==> src/assert_macros.svh <==
// assertion macros shared by the table rtl
`ifndef ASSERT_MACROS_SVH
`define ASSERT_MACROS_SVH

// property that must hold at every rising clock edge outside reset
`define TSOT_ASSERT(lbl, clk, rst_n, prop, msg) \
	lbl: assert property (@(posedge clk) disable iff (!rst_n) (prop)) else $error(msg);

// condition that must never be true outside reset
`define TSOT_NEVER(lbl, clk, rst_n, cond, msg) \
	lbl: assert property (@(posedge clk) disable iff (!rst_n) !(cond)) else $error(msg);

`endif

==> src/tsot_pkg.sv <==
// shared types and constants of the self-organizing table
package tsot_pkg;

	localparam int unsigned TSOT_DEPTH = 16;
	localparam int unsigned OPCODE_W   = 2;
	localparam int unsigned SLOT_W     = 4;
	localparam int unsigned DATA_W     = 32;
	localparam int unsigned ENTRIES_W  = 5;
	localparam int unsigned COUNT_W    = 5;

	typedef enum logic [OPCODE_W-1:0] {
		OP_WRITE  = 2'd0,
		OP_READ   = 2'd1,
		OP_SEARCH = 2'd2,
		OP_NOP    = 2'd3
	} tsot_op_t;

	// commands from the controller to the datapath
	typedef struct packed {
		logic load;
		logic wr_entry;
		logic rd_issue;
		logic scan_start;
		logic scan_issue;
		logic flush;
		logic out_load;
	} tsot_cmd_t;

	// status from the datapath to the controller
	typedef struct packed {
		tsot_op_t op;
		logic     limit_zero;
		logic     scan_last;
		logic     out_free;
	} tsot_sts_t;

endpackage

==> src/tsot_if.sv <==
// channel interfaces: request items, result items, configuration writes
interface tsot_req_if;
	logic                                valid;
	logic                                ready;
	logic [tsot_pkg::OPCODE_W-1:0]       opcode;
	logic [tsot_pkg::SLOT_W-1:0]         slot_index;
	logic signed [tsot_pkg::DATA_W-1:0]  entry_value;
	logic signed [tsot_pkg::DATA_W-1:0]  search_key;

	modport source (output valid, opcode, slot_index, entry_value, search_key, input ready);
	modport sink (input valid, opcode, slot_index, entry_value, search_key, output ready);
endinterface

interface tsot_rsp_if;
	logic                                valid;
	logic                                ready;
	logic [tsot_pkg::COUNT_W-1:0]        match_count;
	logic signed [tsot_pkg::DATA_W-1:0]  read_value;

	modport source (output valid, match_count, read_value, input ready);
	modport sink (input valid, match_count, read_value, output ready);
endinterface

interface tsot_cfg_if;
	logic                                valid;
	logic                                ready;
	logic [tsot_pkg::ENTRIES_W-1:0]      entries_in_use;

	modport source (output valid, entries_in_use, input ready);
	modport sink (input valid, entries_in_use, output ready);
endinterface

==> src/tsot_ctrl.sv <==
// controller state machine of the self-organizing table
`include "assert_macros.svh"

module tsot_ctrl (
	input  logic                clk,
	input  logic                arst_n,
	input  logic                in_valid,
	output logic                in_ready,
	input  tsot_pkg::tsot_sts_t sts,
	output tsot_pkg::tsot_cmd_t cmd
);
	import tsot_pkg::*;

	typedef enum logic [5:0] {
		ST_IDLE  = 6'b000001,
		ST_EXEC  = 6'b000010,
		ST_SCAN  = 6'b000100,
		ST_DRAIN = 6'b001000,
		ST_FLUSH = 6'b010000,
		ST_DONE  = 6'b100000
	} state_t;

	state_t state_q;
	state_t state_nxt;

	// next state and commands
	always_comb begin
		state_nxt = state_q;
		cmd       = '0;
		in_ready  = 1'b0;
		case (state_q)
			ST_IDLE: begin
				in_ready = 1'b1;
				if (in_valid) begin
					cmd.load  = 1'b1;
					state_nxt = ST_EXEC;
				end
			end
			ST_EXEC: begin
				case (sts.op)
					OP_WRITE: begin
						cmd.wr_entry = 1'b1;
						state_nxt    = ST_DONE;
					end
					OP_READ: begin
						cmd.rd_issue = 1'b1;
						state_nxt    = ST_DONE;
					end
					OP_SEARCH: begin
						cmd.scan_start = 1'b1;
						state_nxt      = sts.limit_zero ? ST_DONE : ST_SCAN;
					end
					default: begin
						state_nxt = ST_DONE;
					end
				endcase
			end
			ST_SCAN: begin
				cmd.scan_issue = 1'b1;
				if (sts.scan_last) begin
					state_nxt = ST_DRAIN;
				end
			end
			ST_DRAIN: begin
				state_nxt = ST_FLUSH;
			end
			ST_FLUSH: begin
				cmd.flush = 1'b1;
				state_nxt = ST_DONE;
			end
			ST_DONE: begin
				if (sts.out_free) begin
					cmd.out_load = 1'b1;
					state_nxt    = ST_IDLE;
				end
			end
			default: begin
				state_nxt = ST_IDLE;
			end
		endcase
	end

	// state register
	always_ff @(posedge clk or negedge arst_n) begin
		if (!arst_n) begin
			state_q <= ST_IDLE;
		end else begin
			state_q <= state_nxt;
		end
	end

	`TSOT_ASSERT(a_accept_to_exec, clk, arst_n, (state_q == ST_IDLE && in_valid) |=> (state_q == ST_EXEC), "accepted item did not start execution")

endmodule

==> src/tsot_dp.sv <==
// datapath: table memory, scan pointer, swap logic and result register
`include "assert_macros.svh"

module tsot_dp #(
	parameter int unsigned TABLE_DEPTH = tsot_pkg::TSOT_DEPTH
) (
	input  logic                                clk,
	input  logic                                arst_n,
	input  logic                                cfg_valid,
	input  logic [tsot_pkg::ENTRIES_W-1:0]      cfg_entries,
	input  logic [tsot_pkg::OPCODE_W-1:0]       opcode,
	input  logic [tsot_pkg::SLOT_W-1:0]         slot_index,
	input  logic signed [tsot_pkg::DATA_W-1:0]  entry_value,
	input  logic signed [tsot_pkg::DATA_W-1:0]  search_key,
	input  logic                                out_ready,
	output logic                                out_valid,
	output logic [tsot_pkg::COUNT_W-1:0]        match_count,
	output logic signed [tsot_pkg::DATA_W-1:0]  read_value,
	input  tsot_pkg::tsot_cmd_t                 cmd,
	output tsot_pkg::tsot_sts_t                 sts
);
	import tsot_pkg::*;

	localparam int unsigned AW = (TABLE_DEPTH > 1) ? $clog2(TABLE_DEPTH) : 1;
	localparam int unsigned CW = $clog2(TABLE_DEPTH + 1);
	localparam int unsigned XW = (CW > SLOT_W) ? CW : SLOT_W;
	localparam int unsigned LW = (CW > ENTRIES_W) ? CW : ENTRIES_W;

	logic [ENTRIES_W-1:0]     entries_q;
	tsot_op_t                 op_q;
	logic [SLOT_W-1:0]        slot_q;
	logic signed [DATA_W-1:0] value_q;
	logic signed [DATA_W-1:0] key_q;

	logic signed [DATA_W-1:0] mem [TABLE_DEPTH];
	logic signed [DATA_W-1:0] rd_data_s1;
	logic [CW-1:0]            rd_idx_q;
	logic [AW-1:0]            cmp_idx_s1;
	logic                     scan_vld_s1;
	logic signed [DATA_W-1:0] prev_q;
	logic [COUNT_W-1:0]       count_q;

	logic                     out_valid_q;
	logic [COUNT_W-1:0]       match_count_q;
	logic signed [DATA_W-1:0] read_value_q;

	logic [XW-1:0]            slot_x;
	logic                     slot_in_range;
	logic [AW-1:0]            slot_addr;
	logic [LW-1:0]            ent_x;
	logic [CW-1:0]            limit;
	logic [CW-1:0]            lim_m1;
	logic                     match;
	logic                     cmp_wr;
	logic                     wr_entry_en;
	logic                     wr_en;
	logic [AW-1:0]            wr_addr;
	logic signed [DATA_W-1:0] wr_data;
	logic                     rd_en;
	logic [AW-1:0]            rd_addr;

	// slot range and scan limit
	assign slot_x        = XW'(slot_q);
	assign slot_in_range = slot_x < XW'(TABLE_DEPTH);
	assign slot_addr     = slot_x[AW-1:0];
	assign ent_x         = LW'(entries_q);
	assign limit         = (ent_x > LW'(TABLE_DEPTH)) ? CW'(TABLE_DEPTH) : CW'(ent_x);
	assign lim_m1        = limit - CW'(1);

	// compare of the slot read last cycle; slot i-1 gets its final value now
	assign match       = rd_data_s1 == key_q;
	assign cmp_wr      = scan_vld_s1 && (cmp_idx_s1 != '0);
	assign wr_entry_en = cmd.wr_entry && slot_in_range;

	// write port select
	always_comb begin
		wr_en   = 1'b0;
		wr_addr = cmp_idx_s1 - AW'(1);
		wr_data = match ? key_q : prev_q;
		if (wr_entry_en) begin
			wr_en   = 1'b1;
			wr_addr = slot_addr;
			wr_data = value_q;
		end else if (cmp_wr) begin
			wr_en = 1'b1;
		end else if (cmd.flush) begin
			wr_en   = 1'b1;
			wr_addr = lim_m1[AW-1:0];
			wr_data = prev_q;
		end
	end

	// read port select
	assign rd_en   = cmd.scan_issue || (cmd.rd_issue && slot_in_range);
	assign rd_addr = cmd.scan_issue ? rd_idx_q[AW-1:0] : slot_addr;

	// table memory
	always_ff @(posedge clk) begin
		if (wr_en) begin
			mem[wr_addr] <= wr_data;
		end
		if (rd_en) begin
			rd_data_s1 <= mem[rd_addr];
		end
	end

	// item capture
	always_ff @(posedge clk) begin
		if (cmd.load) begin
			op_q    <= tsot_op_t'(opcode);
			slot_q  <= slot_index;
			value_q <= entry_value;
			key_q   <= search_key;
		end
	end

	// configuration register
	always_ff @(posedge clk or negedge arst_n) begin
		if (!arst_n) begin
			entries_q <= '0;
		end else if (cfg_valid) begin
			entries_q <= cfg_entries;
		end
	end

	// scan pointer, match count and carried slot value
	always_ff @(posedge clk or negedge arst_n) begin
		if (!arst_n) begin
			rd_idx_q    <= '0;
			scan_vld_s1 <= 1'b0;
			count_q     <= '0;
		end else begin
			scan_vld_s1 <= cmd.scan_issue;
			if (cmd.scan_start) begin
				rd_idx_q <= '0;
				count_q  <= '0;
			end else if (cmd.scan_issue) begin
				rd_idx_q <= rd_idx_q + CW'(1);
			end
			if (scan_vld_s1 && match) begin
				count_q <= count_q + COUNT_W'(1);
			end
		end
	end

	always_ff @(posedge clk) begin
		if (cmd.scan_issue) begin
			cmp_idx_s1 <= rd_idx_q[AW-1:0];
		end
		// on a swap slot i now holds the old slot i-1 value
		if (scan_vld_s1 && !(match && cmp_wr)) begin
			prev_q <= rd_data_s1;
		end
	end

	// result register
	always_ff @(posedge clk or negedge arst_n) begin
		if (!arst_n) begin
			out_valid_q <= 1'b0;
		end else if (cmd.out_load) begin
			out_valid_q <= 1'b1;
		end else if (out_ready) begin
			out_valid_q <= 1'b0;
		end
	end

	always_ff @(posedge clk) begin
		if (cmd.out_load) begin
			match_count_q <= (op_q == OP_SEARCH) ? count_q : '0;
			read_value_q  <= (op_q == OP_READ && slot_in_range) ? rd_data_s1 : '0;
		end
	end

	assign out_valid   = out_valid_q;
	assign match_count = match_count_q;
	assign read_value  = read_value_q;

	// status to the controller
	assign sts.op         = op_q;
	assign sts.limit_zero = limit == '0;
	assign sts.scan_last  = rd_idx_q == lim_m1;
	assign sts.out_free   = !out_valid_q || out_ready;

	`TSOT_ASSERT(a_one_writer, clk, arst_n, $onehot0({wr_entry_en, cmp_wr, cmd.flush}), "two writers on the table port")
	`TSOT_ASSERT(a_scan_is_search, clk, arst_n, scan_vld_s1 |-> (op_q == OP_SEARCH), "scan compare outside a search")
	`TSOT_NEVER(a_result_overrun, clk, arst_n, cmd.out_load && out_valid_q && !out_ready, "result register overwritten")

endmodule

==> src/transpose_self_organizing_table.sv <==
// Self-organizing table of signed 32-bit entries using the transpose rule. One item is
// processed at a time. A write, read or no-op passes from an execute state to a done
// state, where its result enters the output register. A search with slots in use also
// passes through a scan state, a drain state and a flush state on the way; with no slots
// in use it goes from execute straight to done. The table memory has one read port and one
// write port. It is scanned one slot per cycle, and swaps are written back on the fly.
// After the scan, a drain state compares the last slot and a flush state writes it back.
// The next item can be taken in the cycle after the result enters the output register,
// even if that result has not been consumed yet. A result still waiting in the output
// register holds the following one back until it is taken.
// Entries read or searched before ever being written return undefined data.
module transpose_self_organizing_table #(
	parameter int unsigned TABLE_DEPTH = tsot_pkg::TSOT_DEPTH
) (
	input logic        clk,
	input logic        arst_n,
	tsot_req_if.sink   req,
	tsot_rsp_if.source rsp,
	tsot_cfg_if.sink   cfg
);
	import tsot_pkg::*;

	tsot_cmd_t cmd;
	tsot_sts_t sts;

	// configuration writes are always taken
	assign cfg.ready = 1'b1;

	tsot_ctrl u_ctrl (
		.clk      (clk),
		.arst_n   (arst_n),
		.in_valid (req.valid),
		.in_ready (req.ready),
		.sts      (sts),
		.cmd      (cmd)
	);

	tsot_dp #(
		.TABLE_DEPTH (TABLE_DEPTH)
	) u_dp (
		.clk         (clk),
		.arst_n      (arst_n),
		.cfg_valid   (cfg.valid),
		.cfg_entries (cfg.entries_in_use),
		.opcode      (req.opcode),
		.slot_index  (req.slot_index),
		.entry_value (req.entry_value),
		.search_key  (req.search_key),
		.out_ready   (rsp.ready),
		.out_valid   (rsp.valid),
		.match_count (rsp.match_count),
		.read_value  (rsp.read_value),
		.cmd         (cmd),
		.sts         (sts)
	);

endmodule

==> src/flat_wrapper.sv <==
// flat-port wrapper written by rule: the top's interface ports become plain ports
module transpose_self_organizing_table_flat import tsot_pkg::*;
#(
	parameter int unsigned TABLE_DEPTH = tsot_pkg::TSOT_DEPTH
)
  (clk, arst_n, req_valid, req_opcode, req_slot_index, req_entry_value, req_search_key, req_ready, rsp_valid, rsp_match_count, rsp_read_value, rsp_ready, cfg_valid, cfg_entries_in_use, cfg_ready);
  tsot_req_if req_i ();
  tsot_rsp_if rsp_i ();
  tsot_cfg_if cfg_i ();
  input logic clk;
  input logic arst_n;
  input wire logic [$bits(req_i.valid)-1:0] req_valid;
  input wire logic [$bits(req_i.opcode)-1:0] req_opcode;
  input wire logic [$bits(req_i.slot_index)-1:0] req_slot_index;
  input wire logic [$bits(req_i.entry_value)-1:0] req_entry_value;
  input wire logic [$bits(req_i.search_key)-1:0] req_search_key;
  output wire logic [$bits(req_i.ready)-1:0] req_ready;
  output wire logic [$bits(rsp_i.valid)-1:0] rsp_valid;
  output wire logic [$bits(rsp_i.match_count)-1:0] rsp_match_count;
  output wire logic [$bits(rsp_i.read_value)-1:0] rsp_read_value;
  input wire logic [$bits(rsp_i.ready)-1:0] rsp_ready;
  input wire logic [$bits(cfg_i.valid)-1:0] cfg_valid;
  input wire logic [$bits(cfg_i.entries_in_use)-1:0] cfg_entries_in_use;
  output wire logic [$bits(cfg_i.ready)-1:0] cfg_ready;
  assign req_i.valid = req_valid;
  assign req_i.opcode = req_opcode;
  assign req_i.slot_index = req_slot_index;
  assign req_i.entry_value = req_entry_value;
  assign req_i.search_key = req_search_key;
  assign req_ready = req_i.ready;
  assign rsp_valid = rsp_i.valid;
  assign rsp_match_count = rsp_i.match_count;
  assign rsp_read_value = rsp_i.read_value;
  assign rsp_i.ready = rsp_ready;
  assign cfg_i.valid = cfg_valid;
  assign cfg_i.entries_in_use = cfg_entries_in_use;
  assign cfg_ready = cfg_i.ready;
  transpose_self_organizing_table #(.TABLE_DEPTH(TABLE_DEPTH)) u_core (.clk(clk), .arst_n(arst_n), .req(req_i), .rsp(rsp_i), .cfg(cfg_i));
endmodule
==> config.mk <==
export PLATFORM = sky130hd
export DESIGN_NAME = transpose_self_organizing_table_flat
export DESIGN_NICKNAME = d
export VERILOG_FILES = /design/src/tsot_pkg.sv /design/src/tsot_if.sv /design/src/tsot_ctrl.sv /design/src/tsot_dp.sv /design/src/transpose_self_organizing_table.sv /design/src/flat_wrapper.sv
export VERILOG_INCLUDE_DIRS = /design/src /design/src/src
export SDC_FILE = /design/constraint.sdc
export NUM_CORES = 1
export LEC_CHECK = 0
export ABC_AREA = 1
export BUFFER_PORTS_ARGS = -buffer_cell sky130_fd_sc_hd__buf_2
export CAP_MARGIN = 20
export CORE_MARGIN = 2
export CORE_UTILIZATION = 46
export DETAILED_ROUTE_END_ITERATION = 8
export GPL_ROUTABILITY_DRIVEN = 0
export SYNTH_ARGS = -nofsm -noshare
export SYNTH_HDL_FRONTEND = slang
export SYNTH_HIERARCHICAL = 1
export SYNTH_SLANG_ARGS = --single-unit
==> constraint.sdc <==
create_clock -name clk -period 4.4 [get_ports clk]
set_input_delay 1.1 -clock clk [delete_from_list [all_inputs] [get_ports clk]]
set_output_delay 1.1 -clock clk [all_outputs]
set_load 0.05 [all_outputs]
==> impl_metrics.csv, run 1 <==
group,metric,value,unit
status,outcome,"finished clean",
global_routing,antenna_found_initial,2,
clock_tree,cts_tree,"done",
setup_path,worst_path_largest_cell_delay,1.02,ns
yosys,synthCells,2436,
setup_path,cp_num_buf_inv,2,
clock_tree,cts_resized,0,
global_routing,grt_max_degree,74,
power,powerDensity,510,mW/mm^2
yosys,synth_top_flop_cell,"edfxtp_1",
floorplan,core.rowCount,92,
setup_path,worst-setup-path-type,"reg2reg",
timing,rsz0062_at_grt,"false",
yosys,synth_fp_nets,2520,
setup_path,cp.required,4.77,ns
clock_tree,h-tree-depth,3,
clock_tree,clk_pin_slew,0.06,ns
route,dr.first_iter.drc_count,1838,
final_layout,area_growth,14.6,%
timing,setup_slack,0.901,ns
route,drc_errors,0,
clock_tree,numCtsBuffers,72,
run,drv_cap,0,
clock_tree,cts_setup_buffers,0,
clock_tree,cts_hold_buf,0,
timing,hold_viol_final,0,
global_routing,grt_first_pass_wirelength,105000,um
floorplan,core-area,0.0630,mm^2
timing,setup_tns,0,ns
setup_path,crit_family,"compound AO/OA/AOI/OAI gates",
floorplan,start_util,46.5,%
timing,maxSlewHeadroom,23.7,%
power,peakVddDrop,272,uV
timing,min_period_over_period,79.5,%
timing,fmax,286,MHz
yosys,ys_seq_area_share,72.4,%
placement,dp_hpwl,42700,um
setup_path,critPathMaxFanout,30,
final_layout,post-route-util,53.3,%
final_layout,fillCellCount,5241,
floorplan,dieArea,0.0657,mm^2
global_routing,track_usage,20.8,%
yosys,synth-edff-count,687,
final_layout,final_layout_size_suffix_gt1_share,12.2,%
route,drtAntennaViolNets,0,
timing,skew,0.0261,ns
setup_path,crit_top_cell,"nand3_1",
final_layout,diodes,0,
timing,period_needed,3.50,ns
yosys,yosys_register_bits,710,
clock_tree,clockRootBuffer,"clkbuf_16",
final_layout,layout.nets,2644,
timing,slew_violations,0,
clock_tree,cts.sinks,710,
final_layout,final_common_cell,"edfxtp_1",
setup_path,worstSetupEndpointType,"flip-flop",
yosys,async_reset_ff_share,3.24,%
final_layout,final_cell_mix,"687 x edfxtp_1, 398 x inv_1, 365 x nand2_1, 248 x nand3_1, 146 x o21ai_0",
setup_path,cp_slowest_cell,"o21ai_4",
route,first_pass_iters,7,
global_routing,grt_pass1_vias,17700,
yosys,synthDistinctLibCells,30,
timing,setup_viol,0,
timing,tightest_slew,1.14,ns
clock_tree,clk-insertion-delay-late,0.61,ns
floorplan,die_height,256,um
floorplan,fp.dieW,256,um
yosys,netlist_area,0.0293,mm^2
placement,io_buffers,118,
global_routing,globalRoute.totalOverflow,0,
hold_path,holdCritPathClass,"in2async",
placement,place_ws,0.971,ns
clock_tree,cts.path.max_buffers,3,
route,wl_per_cell,19.6,um
power,p_leak,12.9,nW
yosys,yosys_warnings,6,
route,routed_via_density,5.24,
setup_path,start_kind,"flip-flop",
setup_path,worstPathArrival,3.86,ns
route,drt_wl_total,68000,um
setup_path,crit_chain,"nor2_1, nand3_2, inv_1, o21ai_4, buf_4, a21oi_1, o21ai_0, nand3_1, nand3_1, nand2_1",
yosys,avgSynthCellArea,12.0,um^2
floorplan,boundaryPins,120,
route,num_vias,18200,
==> cell usage after synthesis, types with 2 or more instances <==
master	count	share of area [%]
a21oi_1	131	2.2
buf_1	6	0.077
buf_2	85	1.5
buf_4	3	0.077
clkbuf_1	35	0.45
dfrtp_1	22	1.9
edfxtp_1	687	70
ha_1	4	0.17
inv_1	398	5.1
inv_2	6	0.077
nand2_1	365	4.7
nand3_1	248	4.2
nand4_1	40	0.85
nor2_1	81	1.0
nor2_4	3	0.12
nor3_1	8	0.14
o211ai_1	131	3.4
o21ai_0	147	2.5
o21ai_1	3	0.051
or2_2	2	0.043
xnor2_1	16	0.48
xor2_1	7	0.21
==> routing by layer <==
metal	track usage (%)	share of wire [%]	vias to the layer above
met1	29.6	45	8774
met3	4.40	7.8	84
li1	-	-	8724
met2	32.5	46	578
met5	0	0	-
met4	6.19	2.0	0
==> flip-flops by register name, summed over array words and instances (netlist names), 4 cells and up <==
| name | cells |
|---|---|
| u_core/u_dp/read_value | 32 |
| u_core/u_ctrl/state_q | 6 |
| u_core/u_dp/value_q | 32 |
| u_core/u_dp/rd_idx_q | 5 |
| u_core/u_dp/slot_addr | 4 |
| u_core/u_dp/cmp_idx_s1 | 4 |
| u_core/u_dp/prev_q | 32 |
| u_core/u_dp/match_count | 5 |
| u_core/u_dp/rd_data_s1 | 32 |
| u_core/u_dp/mem | 512 |
| u_core/u_dp/ent_x | 5 |
| u_core/u_dp/key_q | 32 |
| u_core/u_dp/count_q | 5 |
==> worst register-to-register path: cells and delay by family, from the launching register on <==
family          cells  cell delay (ns)
compound gates      3             1.34
buf+inv             2             0.81
flops               1             0.54
simple gates        5             0.57
==> path summary, 6_finish.rpt <==
check,from,end,slack [ns],cells after the start
min in group clk,u_core/u_dp/rd_data_s1[24],u_core/u_dp/prev_q[24],0.49,0
max in group asynchronous,arst_n,u_core/u_ctrl/state_q[0],3.56,1
worst min-delay path,arst_n,u_core/u_dp/ent_x[4],0.47,1
worst max-delay path,u_core/u_ctrl/state_q[0],u_core/u_dp/rd_data_s1[26],0.90,10
worst min register to register,u_core/u_dp/rd_data_s1[24],u_core/u_dp/prev_q[24],0.49,0
worst max register to register,u_core/u_ctrl/state_q[0],u_core/u_dp/rd_data_s1[26],0.90,10
==> cell type report <==
type,instances,area (um^2),area share (%)
flip-flops and latches,710,21200,63.2
well taps,846,1060,3.16
clock buffers,93,1990,5.92
repair buffers,179,1280,3.81
multi-input cells,1193,6130,18.3
clock inverters,38,364,1.09
inverters,404,1520,4.52
==> per-stage QoR <==
stage               hold slack (ns)  cell area [um^2]  instances  power [W]
finish                        0.469             33500       3463     0.0171
global route                  0.494             33500       3463     0.0179
CTS                           0.456             33500       3461     0.0173
detailed placement            0.468             31100       3330     0.0111
global placement              0.465             31100       3330     0.0111
floorplan                     0.450             29300       2436     0.0101
==> power by group <==
group          internal (W)  switching [W]
clock network       0.00360        0.00250
logic              0.000832        0.00208
registers           0.00793       0.000180
==> kinds of logic (layout without fill, tap and decap cells) <==
kind of cell	after synthesis	count (layout)	share of synthesized area [%]
fa+ha+maj	4	4	0.171
simple gates	750	750	11.2
compound gates	414	414	8.22
xor+xnor	23	23	0.688
mux	1	1	0.0385
flops	710	710	72.4
buf+inv	533	714	7.24
other cells	1	1	0.0128
(Power assumes the default switching activity.)
==> run 2: changes to the inputs <==
Settings changed: ABC_AREA 1 to 0.
Clock period 4.4 ns to 3.4 ns, I/O delays scaled along.
==> impl_metrics.csv, run 2 <==
group,metric,value,unit
final_layout,largest_reg_flops,512,
placement,dp_hpwl,41600,um
final_layout,post-route-util,55.3,%
floorplan,core-area,0.0602,mm^2
timing,slew_violations,0,
placement,dpl.cell_count,2388,
status,outcome,"finished clean",
global_routing,grt_max_degree,65,
yosys,synth_top_flop_cell,"edfxtp_1",
global_routing,globalRoute.totalOverflow,0,
route,dr.first_iter.drc_count,1581,
yosys,synth_most_common_cell,"edfxtp_1",
power,peakVddDrop,354,uV
yosys,synthDistinctLibCells,62,
global_routing,antenna_found_initial,1,
power,power_frac_comb,15.4,%
yosys,async_reset_ff_share,3.24,%
yosys,synth_common_cells,"687 x edfxtp_1, 128 x mux4_2, 73 x and2_1, 72 x nand2_1, 46 x clkbuf_1",
yosys,synthCells,1447,
yosys,yosys_register_bits,710,
timing,setup_viol,0,
final_layout,diodes,0,
placement,io_buffers,118,
power,finalPower,0.0217,W
route,routed_via_density,5.88,
setup_path,worstSetupEndpointType,"flip-flop",
clock_tree,cts_tree,"done",
placement,dpl_cell_area,0.0308,mm^2
setup_path,critPathMaxFanout,16,
clock_tree,cts.sinks,710,
route,drc_errors,0,
final_layout,final-seq-area,0.0212,mm^2
power,power.switching,0.00564,W
route,drtAntennaViolNets,0,
clock_tree,clk_pin_slew,0.06,ns
setup_path,start_kind,"flip-flop",
yosys,synth-edff-count,687,
final_layout,largest-register,"u_core/u_dp/mem",
floorplan,start_util,46.4,%
clock_tree,cts_hold_buf,0,
clock_tree,clk-insertion-delay-late,0.63,ns
run,drv_cap,0,
final_layout,final_common_cell,"edfxtp_1",
yosys,avgSynthCellArea,19.3,um^2
floorplan,boundaryPins,120,
power,p_leak,11.0,nW
floorplan,core.rowCount,90,
final_layout,multi_input_area,0.00661,mm^2
final_layout,final_layout_size_suffix_gt1_share,31.1,%
global_routing,track_usage,21.9,%
route,drt_wl_total,68700,um
yosys,netlist_area,0.0280,mm^2
yosys,yosys_warnings,6,
yosys,synth_top_cells_by_area,"edfxtp_1 74%, mux4_2 10%, dfrtp_1 2.0%",
clock_tree,h-tree-depth,3,
global_routing,grt_first_pass_wirelength,99700,um
setup_path,worstPathArrival,3.64,ns
timing,min_period_over_period,98.3,%
hold_path,holdCritPathClass,"in2async",
yosys,synth_fp_nets,1531,
clock_tree,cts.path.max_buffers,3,
yosys,ys_seq_area_share,75.9,%
final_layout,layoutNonFillerInstCount,2541,
setup_path,worst-setup-path-type,"reg2reg",
clock_tree,numCtsBuffers,76,
final_layout,fillCellCount,4617,
final_layout,final_cell_mix,"687 x edfxtp_1, 128 x mux4_2, 118 x buf_2, 98 x buf_4, 78 x clkbuf_16",
power,pwr-share-clk,36.5,%
yosys,yosysTopAreaCellShare,73.8,%
power,powerDensity,652,mW/mm^2
route,num_vias,14900,
route,wl_per_cell,27.0,um
route,first_pass_iters,7,
clock_tree,clockRootBuffer,"clkbuf_16",
global_routing,grt_pass1_vias,15200,
yosys,yosysTopAreaCell,"edfxtp_1",
power,p_int,0.0161,W
final_layout,layout.nets,1780,
timing,hold_viol_final,0,
floorplan,dieArea,0.0628,mm^2
floorplan,die_height,251,um
power,power_frac_seq,48.1,%
timing,maxSlewHeadroom,54.4,%
timing,skew,0.0228,ns
timing,fmax,299,MHz
timing,period_needed,3.34,ns
final_layout,area_growth,19.2,%
timing,tightest_slew,0.684,ns
final_layout,fin_area,0.0333,mm^2
power,sw_frac_of_total,26.0,%
floorplan,fp.dieW,251,um
setup_path,cp.required,3.70,ns
==> run 2: cell families (layout without fill, tap and decap cells) <==
group	after synthesis	count (layout)	share of synthesized area, %
AO/OA/AOI/OAI	189	189	4.87
XOR/XNOR	46	46	1.44
adder cells (fa/ha/maj)	4	4	0.179
buffers and inverters	94	406	1.51
flip-flops	710	710	75.9
multiplexers	140	140	10.8
other	1	1	0.0134
AND/OR/NAND/NOR	263	263	5.34
==> run 2: metrics by stage <==
stage	hold slack (ns)	setup WS, ns	setup TNS, ns
5_1_grt	0.229	-0.0153	-0.127
3_5_place_dp	0.479	0.0807	0
2_1_floorplan	0.423	-0.167	-17.28
3_3_place_gp	0.475	0.104	0
4_1_cts	0.196	0.0553	0
6_report	0.200	0.0568	0
==> run 2: cell type report <==
| type | count | area share (%) |
|---|---|---|
| sequential | 710 | 63.6 |
| multi-input combinational | 643 | 19.8 |
| timing repair buffer | 256 | 6.39 |
| clock buffer | 94 | 5.91 |
| tap | 782 | 2.94 |
| clock inverter | 47 | 1.19 |
| inverter | 9 | 0.101 |
==> run 2: timing repair <==
item / 4_1_cts / 5_1_grt
endpoints found under the setup margin: 0 / 69
gates resized for setup: 0 / 6
buffers inserted: 0 / 5
==> run 2: power groups by stage <==
stage          clock (W)  sequential [W]  combinational [W]
2_1_floorplan          0          0.0106            0.00201
3_3_place_gp           0          0.0106            0.00329
3_5_place_dp           0          0.0106            0.00334
4_1_cts          0.00806          0.0104            0.00335
5_1_grt          0.00839          0.0105            0.00357
6_report         0.00792          0.0104            0.00335
==> run 2: critical path, stage by stage, from the launching register on <==
cell and delay [ns]:
dfrtp_1 0.43, or4_4 0.51, or3b_4 0.44, nor3_4 0.20, buf_12 0.17, nand2_4 0.07, o31ai_4 0.09, or3b_4 0.48
nor3b_4 0.17, buf_4 0.18, buf_6 0.26
==> run 2: final timing paths <==
| kind | to | from | slack [ns] | depth (start not counted) |
|---|---|---|---|---|
| max | u_core/u_dp/mem[6][28] | u_core/u_ctrl/state_q[5] | 0.06 | 10 |
| min | u_core/u_ctrl/state_q[5] | arst_n | 0.20 | 1 |
| max reg2reg | u_core/u_dp/mem[6][28] | u_core/u_ctrl/state_q[5] | 0.06 | 10 |
| min reg2reg | u_core/u_dp/prev_q[5] | u_core/u_dp/rd_data_s1[5] | 0.50 | 0 |
| max in group asynchronous | u_core/u_ctrl/state_q[0] | arst_n | 2.83 | 1 |
| min in group clk | u_core/u_dp/key_q[27] | req_search_key[27] | 0.40 | 1 |
==> run 2: layer usage <==
layer | vias to the layer above | GRT usage [%] | part of all wire, %
li1 | 6406 | - | -
met1 | 7874 | 30.2 | 43
met2 | 544 | 35.0 | 47
met3 | 120 | 4.26 | 6.1
met4 | 0 | 7.66 | 3.2
met5 | - | 0 | 0
==> run 3: changes to the inputs <==
Clock period 3.4 ns to 3.95 ns, I/O delays scaled along.
==> impl_metrics.csv, run 3 (same netlist as run 2, synthesis figures left out) <==
group,metric,value,unit
status,outcome,"finished clean",
placement,dpl.cell_count,2353,
final_layout,largest-register,"u_core/u_dp/mem",
timing,tightest_slew,0.833,ns
floorplan,core.rowCount,90,
floorplan,core-area,0.0602,mm^2
clock_tree,cts.sinks,710,
final_layout,largest_reg_flops,512,
floorplan,die_height,251,um
timing,slew_violations,0,
floorplan,start_util,46.4,%
final_layout,final_layout_size_suffix_gt1_share,29.2,%
setup_path,worst-setup-path-type,"reg2reg",
route,dr.first_iter.drc_count,1385,
power,peakVddDrop,291,uV
final_layout,fin_area,0.0327,mm^2
placement,io_buffers,118,
timing,period_needed,3.73,ns
timing,setup_slack,0.224,ns
floorplan,boundaryPins,120,
power,p_leak,10.7,nW
setup_path,rr_worst_depth,10,
route,drt_wl_total,68400,um
timing,setup_viol,0,
clock_tree,clockRootBuffer,"clkbuf_16",
timing,maxSlewHeadroom,44.4,%
route,wl_per_cell,27.3,um
timing,hold_viol_final,0,
clock_tree,h-tree-depth,3,
final_layout,final_cell_mix,"687 x edfxtp_1, 128 x mux4_2, 118 x buf_2, 86 x buf_4, 75 x clkbuf_16",
clock_tree,cts_setup_buffers,0,
global_routing,antenna_found_initial,1,
route,first_pass_iters,5,
final_layout,diodes,0,
clock_tree,clk_pin_slew,0.06,ns
clock_tree,clk-insertion-delay-late,0.61,ns
setup_path,rrSetupSlack,0.22,ns
route,num_vias,14900,
power,powerDensity,555,mW/mm^2
timing,rsz0062_at_grt,"false",
clock_tree,cts_resized,0,
global_routing,grt_first_pass_wirelength,101000,um
run,drv_cap,0,
final_layout,layout.nets,1751,
global_routing,grt_pass1_vias,15200,
final_layout,area_growth,17.0,%
setup_path,start_kind,"flip-flop",
final_layout,final_common_cell,"edfxtp_1",
floorplan,fp.dieW,251,um
clock_tree,cts_hold_buf,0,
route,drc_errors,0,
final_layout,layoutNonFillerInstCount,2504,
placement,dp_hpwl,41300,um
clock_tree,numCtsBuffers,74,
setup_path,worstPathArrival,4.01,ns
timing,fmax,268,MHz
timing,min_period_over_period,94.3,%
setup_path,worstSetupEndpointType,"flip-flop",
route,drtAntennaViolNets,0,
global_routing,track_usage,22.0,%
hold_path,holdCritPathClass,"in2async",
clock_tree,cts.path.max_buffers,3,
floorplan,dieArea,0.0628,mm^2
global_routing,globalRoute.totalOverflow,0,
route,routed_via_density,5.94,
power,finalPower,0.0181,W
clock_tree,cts_tree,"done",
placement,place_ws,0.230,ns
global_routing,grt_max_degree,65,
timing,skew,0.0258,ns
setup_path,critPathMaxFanout,38,
setup_path,cp.required,4.23,ns
placement,dpl_cell_area,0.0304,mm^2
run 3: changes by cell type in the layout (fill, tap and decap cells not counted), moves of 3 or more:
cell       delta
buf_4        -12
clkinv_1      -4
inv_16        -3
buf_12       -13
clkbuf_1      +5
clkbuf_16     -3
run 3: layer usage:
metal	routed length (um)	share of wire [%]	vias up	track usage, %
li1	-	-	6342	-
met1	29500	43	7894	31.4
met2	33400	49	528	35.7
met3	3950	5.8	98	3.13
met4	1500	2.2	0	6.60
met5	0	0	-	0
run 3: area by class of cell:
type	count	area, um^2
inverter	9	33.8
multi-input combinational	643	6550
fill	4638	27600
clock inverter	33	216
tap	782	978
timing repair buffer	229	1740
sequential	710	21200
clock buffer	98	1960
run 3: through the flow:
step	util [%]	TNS [ns]	hold WS, ns
floorplan	-	-12.21	0.423
global placement	50.4	-0.580	0.475
detailed placement	50.4	0	0.480
CTS	54.0	0	0.378
global route	54.3	0	0.419
finish	54.3	0	0.387
run 3: final timing paths:
path,end,start
max,u_core/u_dp/mem[4][13],u_core/u_ctrl/state_q[2]
min,u_core/u_dp/count_q[2],arst_n
max reg2reg,u_core/u_dp/mem[4][13],u_core/u_ctrl/state_q[2]
min reg2reg,u_core/u_dp/prev_q[2],u_core/u_dp/rd_data_s1[2]
max in group asynchronous,u_core/u_ctrl/state_q[2],arst_n
min in group clk,u_core/u_dp/prev_q[2],u_core/u_dp/rd_data_s1[2]
run 3: where the power goes:
part	switching (W)	internal [W]	total (W)
sequential	0.000231	0.00877	0.00900
clock	0.00275	0.00362	0.00637
combinational	0.00165	0.00111	0.00276
total	0.00463	0.0135	0.0181
run 3: critical path, cell delays in order, from the launching register on:
cell	delay, ns
dfrtp_1	0.39
or4_1	0.54
or3b_4	0.42
nor3_2	0.14
buf_4	0.16
buf_4	0.11
buf_4	0.36
o31ai_1	0.18
or3_1	0.47
nor3b_4	0.36
buf_12	0.25
